<file path="src/rtl/b64e_pkg.sv">
// ----------------------------------------------------------------------------
// b64e_pkg
// Shared types and constants for the base64 encoder with a loadable alphabet.
// ----------------------------------------------------------------------------
package b64e_pkg;

  // Byte and symbol sizes.
  localparam int unsigned DATA_W        = 8;
  localparam int unsigned SYM_IDX_W     = 6;
  localparam int unsigned LEFTOVER_W    = 4;

  // Alphabet storage: eight 64-bit words, eight symbols per word.
  localparam int unsigned ALPHABET_WORDS = 8;
  localparam int unsigned SYMS_PER_WORD  = 8;
  localparam int unsigned CFG_DATA_W     = ALPHABET_WORDS * DATA_W;
  localparam int unsigned CFG_IDX_W      = $clog2(ALPHABET_WORDS);
  localparam int unsigned WORD_SEL_W     = $clog2(ALPHABET_WORDS);
  localparam int unsigned BYTE_SEL_W     = $clog2(SYMS_PER_WORD);

  // One input byte yields at most this many characters.
  localparam int unsigned SLOTS      = 4;
  localparam int unsigned SLOT_SEL_W = $clog2(SLOTS);

  // The pad character is fixed, whatever the alphabet holds.
  localparam logic [DATA_W-1:0] PAD_CHAR = 8'h3D;

  // Position of the next byte within its 3-byte group.
  typedef enum logic [1:0] {
    POS_0 = 2'd0,
    POS_1 = 2'd1,
    POS_2 = 2'd2
  } pos_t;

  // One pending character: either a pad or an alphabet index.
  typedef struct packed {
    logic                 pad;
    logic [SYM_IDX_W-1:0] sym_idx;
  } slot_t;

  // All characters caused by one input byte.
  typedef struct packed {
    slot_t [SLOTS-1:0]     slot;
    logic [SLOT_SEL_W-1:0] final_slot;
    logic                  last;
  } burst_t;

endpackage

</file>
<file path="src/rtl/b64e_alphabet.sv">
// ----------------------------------------------------------------------------
// b64e_alphabet
// Holds the 64-symbol alphabet in eight configuration words and maps a
// six-bit index to its symbol byte.
// ----------------------------------------------------------------------------
module b64e_alphabet
  import b64e_pkg::*;
(
  input  logic                  clk,
  input  logic                  rst,
  input  logic                  cfg_write,
  input  logic [CFG_IDX_W-1:0]  cfg_index,
  input  logic [CFG_DATA_W-1:0] cfg_data,
  input  logic [SYM_IDX_W-1:0]  sym_idx,
  output logic [DATA_W-1:0]     symbol
);

  logic [ALPHABET_WORDS-1:0][SYMS_PER_WORD-1:0][DATA_W-1:0] alphabet;

  // Configuration words; byte k of word w is symbol 8w+k.
  always_ff @(posedge clk) begin
    if (rst) begin
      alphabet <= '0;
    end else if (cfg_write) begin
      alphabet[cfg_index] <= cfg_data;
    end
  end

  // Symbol lookup: upper index bits pick the word, lower bits the byte.
  assign symbol = alphabet[sym_idx[SYM_IDX_W-1 -: WORD_SEL_W]][sym_idx[BYTE_SEL_W-1:0]];

endmodule

</file>
<file path="src/rtl/b64e_group.sv">
// ----------------------------------------------------------------------------
// b64e_group
// Tracks the position within the 3-byte group and the leftover bits, and
// registers the set of characters that each accepted byte causes.
// ----------------------------------------------------------------------------
module b64e_group
  import b64e_pkg::*;
(
  input  logic              clk,
  input  logic              rst,
  input  logic              in_valid,
  output logic              in_ready,
  input  logic [DATA_W-1:0] data_byte,
  input  logic              last_byte,
  output logic              burst_valid,
  output burst_t            burst,
  input  logic              burst_pop
);

  pos_t                  position;
  pos_t                  position_next;
  logic [LEFTOVER_W-1:0] leftover;
  logic [LEFTOVER_W-1:0] leftover_next;
  burst_t                burst_next;
  logic                  accept;

  // The stage takes a new beat when empty or when its burst leaves this cycle.
  assign in_ready = !burst_valid || burst_pop;
  assign accept   = in_valid && in_ready;

  // Split the byte into six-bit indices according to the group position.
  always_comb begin
    burst_next    = '0;
    burst_next.last = last_byte;
    position_next = position;
    leftover_next = leftover;
    unique case (position)
      POS_1: begin
        burst_next.slot[0].sym_idx = {leftover[1:0], data_byte[7:4]};
        if (last_byte) begin
          burst_next.slot[1].sym_idx = {data_byte[3:0], 2'b00};
          burst_next.slot[2].pad     = 1'b1;
          burst_next.final_slot      = SLOT_SEL_W'(2);
        end
        position_next = POS_2;
        leftover_next = data_byte[3:0];
      end
      POS_2: begin
        burst_next.slot[0].sym_idx = {leftover, data_byte[7:6]};
        burst_next.slot[1].sym_idx = data_byte[5:0];
        burst_next.final_slot      = SLOT_SEL_W'(1);
        position_next = POS_0;
        leftover_next = '0;
      end
      default: begin
        // Start of a group; the unused code behaves the same way.
        burst_next.slot[0].sym_idx = data_byte[7:2];
        if (last_byte) begin
          burst_next.slot[1].sym_idx = {data_byte[1:0], 4'b0000};
          burst_next.slot[2].pad     = 1'b1;
          burst_next.slot[3].pad     = 1'b1;
          burst_next.final_slot      = SLOT_SEL_W'(3);
        end
        position_next = POS_1;
        leftover_next = {2'b00, data_byte[1:0]};
      end
    endcase
    // The end of a message closes the group.
    if (last_byte) begin
      position_next = POS_0;
      leftover_next = '0;
    end
  end

  // Group state and burst register.
  always_ff @(posedge clk) begin
    if (rst) begin
      position    <= POS_0;
      leftover    <= '0;
      burst_valid <= 1'b0;
    end else begin
      if (accept) begin
        position    <= position_next;
        leftover    <= leftover_next;
        burst_valid <= 1'b1;
      end else if (burst_pop) begin
        burst_valid <= 1'b0;
      end
    end
  end

  always_ff @(posedge clk) begin
    if (accept) begin
      burst <= burst_next;
    end
  end

`ifndef SYNTH
  // A message end always returns the group to its start.
  assert property (@(posedge clk) disable iff (rst)
    (accept && last_byte) |=> (position == POS_0 && leftover == '0))
    else $error("group state not cleared after last byte");

  // A burst that is not popped stays unchanged.
  assert property (@(posedge clk) disable iff (rst)
    (burst_valid && !burst_pop) |=> (burst_valid && $stable(burst)))
    else $error("pending burst changed before it was emitted");

  // Only the group start follows a full group.
  assert property (@(posedge clk) disable iff (rst)
    (accept && position == POS_2) |=> (position == POS_0))
    else $error("group position did not wrap after third byte");
`endif

endmodule

</file>
<file path="src/rtl/b64e_emitter.sv">
// ----------------------------------------------------------------------------
// b64e_emitter
// Walks the characters of the pending burst one per cycle while the output
// register can refill, looks up each symbol and holds it in the output register.
// ----------------------------------------------------------------------------
module b64e_emitter
  import b64e_pkg::*;
(
  input  logic                 clk,
  input  logic                 rst,
  input  logic                 burst_valid,
  input  burst_t               burst,
  output logic                 burst_pop,
  output logic [SYM_IDX_W-1:0] sym_idx,
  input  logic [DATA_W-1:0]    symbol,
  output logic                 out_valid,
  input  logic                 out_ready,
  output logic [DATA_W-1:0]    out_char,
  output logic                 last_char
);

  logic [SLOT_SEL_W-1:0] slot_sel;
  slot_t                 cur_slot;
  logic                  load;
  logic                  at_final;

  // Next character of the pending burst.
  assign cur_slot = burst.slot[slot_sel];
  assign sym_idx  = cur_slot.sym_idx;
  assign at_final = (slot_sel == burst.final_slot);

  // The output register refills from a pending burst whenever it is empty or being taken.
  assign load      = burst_valid && (!out_valid || out_ready);
  assign burst_pop = load && at_final;

  // Slot counter and output valid.
  always_ff @(posedge clk) begin
    if (rst) begin
      slot_sel  <= '0;
      out_valid <= 1'b0;
    end else begin
      if (load) begin
        out_valid <= 1'b1;
        slot_sel  <= at_final ? '0 : slot_sel + 1'b1;
      end else if (out_ready) begin
        out_valid <= 1'b0;
      end
    end
  end

  // Output payload.
  always_ff @(posedge clk) begin
    if (load) begin
      out_char  <= cur_slot.pad ? PAD_CHAR : symbol;
      last_char <= burst.last && at_final;
    end
  end

`ifndef SYNTH
  // A burst part way through emission is never dropped.
  assert property (@(posedge clk) disable iff (rst)
    (slot_sel != '0) |-> burst_valid)
    else $error("burst lost during emission");

  // The slot counter never passes the final character of its burst.
  assert property (@(posedge clk) disable iff (rst)
    (slot_sel != '0) |-> (slot_sel <= burst.final_slot))
    else $error("slot counter beyond final character");

  // The final character of a burst that ends a message is always flagged.
  assert property (@(posedge clk) disable iff (rst)
    (load && at_final && burst.last) |=> (out_valid && last_char))
    else $error("final character not flagged");
`endif

endmodule

</file>
<file path="src/rtl/base64_encoder_custom_alphabet.sv">
// ----------------------------------------------------------------------------
// base64_encoder_custom_alphabet
// Byte-stream base64 encoder whose 64-symbol alphabet is loaded through
// eight configuration words.
// ----------------------------------------------------------------------------
// Bytes enter on the in channel and base64 characters leave on the out
// channel, one character per beat. A byte causes one to four characters
// (one or two inside a group, up to four when it ends the message with
// zero fill and '=' padding), and the output moves one character per
// cycle while characters are pending and out_ready holds. The input
// register is freed in the cycle its last character enters the output
// register, so a new byte is taken while the previous character still
// waits at the output; an accepted byte passes the burst register and then
// the output register. Alphabet words are written through the cfg port and
// apply to characters looked up after the write; all symbols read as 0x00
// after reset until loaded.
module base64_encoder_custom_alphabet
  import b64e_pkg::*;
(
  input  logic                  clk,
  input  logic                  rst,
  input  logic                  cfg_write,
  input  logic [CFG_IDX_W-1:0]  cfg_index,
  input  logic [CFG_DATA_W-1:0] cfg_data,
  input  logic                  in_valid,
  output logic                  in_ready,
  input  logic [DATA_W-1:0]     data_byte,
  input  logic                  last_byte,
  output logic                  out_valid,
  input  logic                  out_ready,
  output logic [DATA_W-1:0]     out_char,
  output logic                  last_char
);

  logic                 burst_valid;
  burst_t               burst;
  logic                 burst_pop;
  logic [SYM_IDX_W-1:0] sym_idx;
  logic [DATA_W-1:0]    symbol;

  // Group tracking and per-byte character set.
  b64e_group u_group (
    .clk         (clk),
    .rst         (rst),
    .in_valid    (in_valid),
    .in_ready    (in_ready),
    .data_byte   (data_byte),
    .last_byte   (last_byte),
    .burst_valid (burst_valid),
    .burst       (burst),
    .burst_pop   (burst_pop)
  );

  // Alphabet registers and symbol lookup.
  b64e_alphabet u_alphabet (
    .clk       (clk),
    .rst       (rst),
    .cfg_write (cfg_write),
    .cfg_index (cfg_index),
    .cfg_data  (cfg_data),
    .sym_idx   (sym_idx),
    .symbol    (symbol)
  );

  // Character sequencing and output register.
  b64e_emitter u_emitter (
    .clk         (clk),
    .rst         (rst),
    .burst_valid (burst_valid),
    .burst       (burst),
    .burst_pop   (burst_pop),
    .sym_idx     (sym_idx),
    .symbol      (symbol),
    .out_valid   (out_valid),
    .out_ready   (out_ready),
    .out_char    (out_char),
    .last_char   (last_char)
  );

endmodule

</file>
<file path="config.mk">
export PLATFORM = sky130hd
export DESIGN_NAME = base64_encoder_custom_alphabet
export DESIGN_NICKNAME = d
export VERILOG_FILES = /design/src/rtl/b64e_pkg.sv /design/src/rtl/b64e_alphabet.sv /design/src/rtl/b64e_group.sv /design/src/rtl/b64e_emitter.sv /design/src/rtl/base64_encoder_custom_alphabet.sv
export SDC_FILE = /design/constraint.sdc
export NUM_CORES = 1
export LEC_CHECK = 0
export BUFFER_PORTS_ARGS = -buffer_cell sky130_fd_sc_hd__buf_2
export CAP_MARGIN = 25
export CORE_AREA = 4 4 251 253
export CTS_CLUSTER_SIZE = 25
export DETAILED_ROUTE_END_ITERATION = 7
export DIE_AREA = 0 0 255 257
export GPL_TIMING_DRIVEN = 0
export PLACE_DENSITY = 0.51
export SYNTH_ARGS = -nofsm -noshare
export SYNTH_HDL_FRONTEND = slang
export SYNTH_SLANG_ARGS = --single-unit
</file>
<file path="constraint.sdc">
create_clock -name clk -period 2.9 [get_ports clk]
set_input_delay 0.58 -clock clk [delete_from_list [all_inputs] [get_ports clk]]
set_output_delay 0.58 -clock clk [all_outputs]
set_load 0.02 [all_outputs]
</file>
==> flow_summary.json, run 1 <==
{
  "async_flop_share": 0,
  "worst_path_largest_cell_delay_ns": 0.53,
  "tightest_slew_ns": 1.21,
  "synthCells": 3091,
  "h-tree-depth": 2,
  "rows": 91,
  "antenna_found_initial": 5,
  "path_buf_inv": 3,
  "core_um2": 61000,
  "synth_top_family_by_area": "simple AND/OR/NAND/NOR gates",
  "final_util": 0.462,
  "synth_compound_area_frac": 0.169,
  "cellPowerDensity_nw_per_um2": 657,
  "hp-class": "in -> reg",
  "cts_tree": "yes",
  "clock.fmax_mhz": 336,
  "arrival_ns": 3.33,
  "ir_drop_mv": 0.473,
  "synth_xor_area_frac": 0.000727,
  "drive_gt1_frac": 0.123,
  "syn_nets": 3175,
  "worst_clock_skew_ns": 0.0255,
  "syn_area_um2": 24100,
  "power.total_w": 0.0185,
  "ys_ff_latch": 548,
  "wire_per_inst_um": 27.1,
  "yosysTopAreaCell": "dfxtp_1",
  "setup_viol": 5,
  "timing.setup.tns_ns": -0.227,
  "die_height_um": 257,
  "synthFlopType": "dfxtp_1",
  "start_util": 0.395,
  "max-slew-margin-rel": 0.193,
  "cp.required_ns": 3.26,
  "postCtsHoldBufs": 0,
  "synth_cell_type_count": 67,
  "synth-edff-count": 26,
  "avgSynthCellArea_um2": 7.80,
  "grt_usage": 0.325,
  "post-synth-top-count-cell": "nand2_1",
  "dieArea_um2": 65500,
  "yosys-top-cells-count": "nand2_1 (1,203), a21oi_1 (595), dfxtp_1 (522)",
  "synth_area_leaders": "dfxtp_1 (43%), nand2_1 (19%), a21oi_1 (12%)",
  "cts_root_buf": "clkbuf_16",
  "cts.sinks": 548,
  "clockBufferDepth": 3,
  "worst-setup-path-type": "reg -> reg",
  "cp-end-kind": "flop",
  "status": "complete, but fails checks",
  "setup_ws_ns": -0.0775,
  "yosys.area_share.simple": 0.223,
  "grt_first_pass_wirelength_um": 156000,
  "finalMaxSlewViolations": 0,
  "finalCritPeriodShare": 1.03,
  "finalHoldViolations": 0,
  "viasPerCell": 5.87,
  "drc": 0,
  "slowest_stage": "o41ai_2",
  "min_period_ns": 2.98,
  "muxShareOfSynthArea": 0.0814,
  "cts_made_buffers": 61,
  "crit_chain": "mux2i_4 -> nor2_4 -> buf_12 -> buf_12 -> buf_8 -> mux2i_1 -> o22ai_1 -> o41ai_2 -> and4_4 -> a31oi_1",
  "critPathLaunchType": "flop",
  "failed_checks": "negative setup slack",
  "dieWidth_um": 255,
  "yosys.area_share.adder": 0.00156,
  "ys_seq_area_frac": 0.466,
  "rsz0062_at_grt": "true",
  "synth.top_cell.area_share": 0.433,
  "dp_slack_ns": -0.939,
  "p_leak_nw": 9.44,
  "area_delta_synth_final_pct": 16.9,
  "yosys_warnings": 0,
  "drt-pass1-iter-count": 5,
  "grt_start_max_net_pins": 24,
  "ioPinCount": 92,
  "dp_hpwl_um": 77400,
  "ant_nets": 0,
  "maxCapViolations": 0,
  "wl_um": 110000,
  "insertion_delay_ns": 0.64,
  "holdWs_ns": 0.159,
  "path_clk_slew_ns": 0.06,
  "fin_nets": 3295,
  "gp_congestion": 0.966,
  "cp_top_family": "compound AO/OA/AOI/OAI gates",
  "crit_fanout": 10,
  "port-buffer-count": 22,
  "dr.first_iter.drc_count": 3062,
  "grt_pass1_vias": 22200,
  "grt-ovfl-total": 0,
  "crit_top_cell": "buf_12",
  "num_vias": 23800
}
[stage by stage]
stage / std cells / area [um^2]
3_5_place_dp: 3910 / 25300
2_1_floorplan: 3091 / 24100
4_1_cts: 4047 / 27900
6_report: 4056 / 28200
5_1_grt: 4053 / 28200
3_3_place_gp: 3903 / 25200
[sequential cells by signal, summed over array words and instances (netlist names)]
register,cells
u_group.burst,17
u_group.leftover,4
u_alphabet.alphabet,512
u_group.position,2
u_group.burst_valid,1
u_emitter.out_valid,1
u_emitter.out_char,8
u_emitter.last_char,1
u_emitter.slot_sel,2
[cell usage in the layout, fill, tap and decap left out, drive strengths merged, types with 31 or more instances in the layout]
master,Yosys,layout
a21oi,597,597
buf,50,108
clkbuf,241,329
dfxtp,522,522
mux2i,99,99
mux4,42,42
nand2,1204,1204
nand3,39,39
nor2,31,31
o22ai,36,36
[worst paths after layout]
kind                            start                        to  slack (ns)  depth (start not counted)
min reg2reg  u_alphabet.alphabet[448]  u_alphabet.alphabet[448]        0.45                          2
max reg2reg     u_emitter.slot_sel[0]     u_emitter.out_char[2]       -0.08                         10
max             u_emitter.slot_sel[0]     u_emitter.out_char[2]       -0.08                         10
min                         last_byte          u_group.burst[0]        0.16                          1
[cell type report]
cell class,instances,area [um^2]
Clock buffer,89,1750
Timing Repair Buffer,61,493
Inverter,11,41.3
Antenna cell,3,7.51
Clock inverter,26,208
Multi-Input combinational cell,2241,11900
Sequential cell,548,11200
Tap cell,790,988
Buffer,287,1560
Fill cell,6114,32800
[routing by layer]
layer / part of all wire / vias to the layer above / GRT usage
li1: - / 10600 / -
met1: 0.41 / 11500 / 0.448
met2: 0.43 / 1343 / 0.486
met3: 0.10 / 305 / 0.0752
met4: 0.054 / 4 / 0.149
met5: 0.00024 / - / 0
[report_power, final]
group | switching, W | internal (W)
registers | 0.000122 | 0.00779
logic | 0.00202 | 0.000843
clock network | 0.00331 | 0.00444
total | 0.00545 | 0.0131
[cell families (layout without fill, tap and decap cells)]
logic type,after synthesis,in the layout
AO/OA/AOI/OAI,742,742
multiplexers,141,141
XOR/XNOR,2,2
AND/OR/NAND/NOR,1353,1353
other,0,3
buffers and inverters,302,474
adder cells (fa/ha/maj),3,3
flip-flops,548,548
[what timing repair did]
action	4_1_cts	5_1_grt
gates cloned	0	0
gates resized for setup	108	40
pin swaps	9	8
setup endpoints to repair	8	9
setup buffers	26	5
No activity file was read; power rests on OpenSTA's default activity.
==> run 2: changes to the inputs <==
--- a/config.mk
+++ b/config.mk
@@ -13,6 +13,7 @@
 export DIE_AREA = 0 0 255 257
 export GPL_TIMING_DRIVEN = 0
 export PLACE_DENSITY = 0.51
+export RECOVER_POWER = 100
 export SYNTH_ARGS = -nofsm -noshare
 export SYNTH_HDL_FRONTEND = slang
 export SYNTH_SLANG_ARGS = --single-unit
==> flow_summary.json, run 2 (synthesized netlist as in run 1, its figures left out) <==
{
  "regMostFlops": "u_alphabet.alphabet",
  "grt_pass1_vias": 22200,
  "dieWidth_um": 255,
  "rsz0062_at_grt": "true",
  "cp_top_family": "compound AO/OA/AOI/OAI gates",
  "cp.required_ns": 3.26,
  "core_um2": 61000,
  "finalHoldViolations": 0,
  "dr.first_iter.drc_count": 2977,
  "finalCritPeriodShare": 1.03,
  "tightest_slew_ns": 1.77,
  "crit_fanout": 10,
  "min_period_ns": 2.98,
  "reg_top3": "u_alphabet.alphabet (512), u_group.burst (17), u_emitter.out_char (8)",
  "layout_commonest_cell": "nand2_1",
  "failed_checks": "max-capacitance violations, max-slew violations, negative setup slack",
  "ioPinCount": 92,
  "hp-class": "in -> reg",
  "cts_root_buf": "clkbuf_16",
  "max-slew-margin-rel": -0.187,
  "finalMaxSlewViolations": 33,
  "wire_per_inst_um": 27.1,
  "h-tree-depth": 2,
  "grt-ovfl-total": 0,
  "die_height_um": 257,
  "cp-end-kind": "flop",
  "ant_nets": 0,
  "cts.sinks": 548,
  "path_clk_slew_ns": 0.06,
  "cts_made_buffers": 61,
  "dieArea_um2": 65500,
  "drt-pass1-iter-count": 6,
  "setup_viol": 6,
  "p_leak_nw": 9.39,
  "path_buf_inv": 3,
  "drc": 0,
  "area_delta_synth_final_pct": 16.7,
  "wl_um": 110000,
  "gp_congestion": 0.966,
  "postCtsHoldBufs": 0,
  "grt_start_max_net_pins": 24,
  "worst_clock_skew_ns": 0.0251,
  "largest_reg_flops": 512,
  "final_cell_count_no_fill": 4056,
  "port-buffer-count": 22,
  "viasPerCell": 5.86,
  "dp_hpwl_um": 77400,
  "timing.setup.tns_ns": -0.289,
  "dpl.cell_count": 3910,
  "grt_usage": 0.325,
  "insertion_delay_ns": 0.65,
  "grt_first_pass_wirelength_um": 156000,
  "cellPowerDensity_nw_per_um2": 658,
  "crit_chain": "mux2i_4 -> nor2_4 -> buf_12 -> buf_12 -> buf_8 -> mux2i_1 -> o22ai_1 -> o41ai_2 -> and4_4 -> a31oi_1",
  "worst-setup-path-type": "reg -> reg",
  "holdWs_ns": 0.190,
  "antenna_found_initial": 5,
  "crit_top_cell": "buf_12",
  "clock.fmax_mhz": 336,
  "worst_path_largest_cell_delay_ns": 0.54,
  "arrival_ns": 3.34,
  "final_cell_mix": "nand2_1 (1,200), a21oi_1 (589), dfxtp_1 (521)",
  "num_vias": 23800,
  "drive_gt1_frac": 0.117,
  "rows": 91,
  "start_util": 0.395,
  "cts_tree": "yes",
  "final_util": 0.461,
  "fin_nets": 3295,
  "maxCapViolations": 3,
  "status": "complete, but fails checks",
  "dp_slack_ns": -0.939,
  "critPathLaunchType": "flop",
  "setup_ws_ns": -0.0778,
  "slowest_stage": "o41ai_2",
  "ir_drop_mv": 0.474,
  "nFillCells": 6125,
  "clockBufferDepth": 3
}
-- run 2: changes by cell type in the layout (fill, tap and decap cells not counted), sizes merged --
cell,delta
buf,-15
clkbuf,+15
-- run 2: path summary, 6_finish.rpt --
path / startpoint / endpoint / slack, ns / depth (start not counted)
setup / recovery: u_emitter.slot_sel[0] / u_emitter.out_char[2] / -0.08 / 10
hold / removal: last_byte / u_group.burst[0] / 0.19 / 1
setup reg to reg: u_emitter.slot_sel[0] / u_emitter.out_char[2] / -0.08 / 10
hold reg to reg: u_alphabet.alphabet[486] / u_alphabet.alphabet[486] / 0.45 / 2
-- run 2: per-layer routing --
metal  global-route usage  up-vias  part of all wire
li1                     -    10600                 -
met1                0.448    11500              0.41
met2                0.486     1366              0.43
met3               0.0752      299              0.11
met4                0.149        4             0.054
met5                    0        -           0.00022
-- run 2: worst reg2reg max path: stages, from the launching register on --
cell and delay [ns]:
dfxtp_4 0.39, mux2i_4 0.35, nor2_4 0.07, buf_12 0.14
buf_12 0.15, buf_8 0.18, mux2i_1 0.25, o22ai_1 0.21
o41ai_2 0.54, and4_4 0.35, a31oi_1 0.08
-- run 2: repair_timing --
action                     CTS  global route
setup buffers               26             5
setup endpoints to repair    8             9
resized for setup          108            40
pin swaps                    9             8
-- run 2: power by group --
| group | total [W] | switching, W | leakage, nW | internal, W |
|---|---|---|---|---|
| Combinational | 0.00286 | 0.00203 | 3.93 | 0.000836 |
| Clock | 0.00775 | 0.00331 | 0.979 | 0.00444 |
| Sequential | 0.00791 | 0.000123 | 4.48 | 0.00779 |
-- run 2: layout make-up --
cell class                 instances  area (um^2)  area share
timing repair buffer              61          453      0.0161
sequential                       548        11200       0.399
multi-input combinational       2241        11900       0.423
clock inverter                    26          208     0.00738
buffer                           287         1550      0.0552
antenna                            3         7.51    0.000267
inverter                          11         41.3     0.00147
clock buffer                      89         1750      0.0624
tap                              790          988      0.0351
-- run 2: through the flow --
step | power, W | area (um^2)
2_1_floorplan | 0.00939 | 24100
3_3_place_gp | 0.0105 | 25200
3_5_place_dp | 0.0105 | 25300
4_1_cts | 0.0184 | 27900
5_1_grt | 0.0189 | 28100
6_report | 0.0185 | 28100
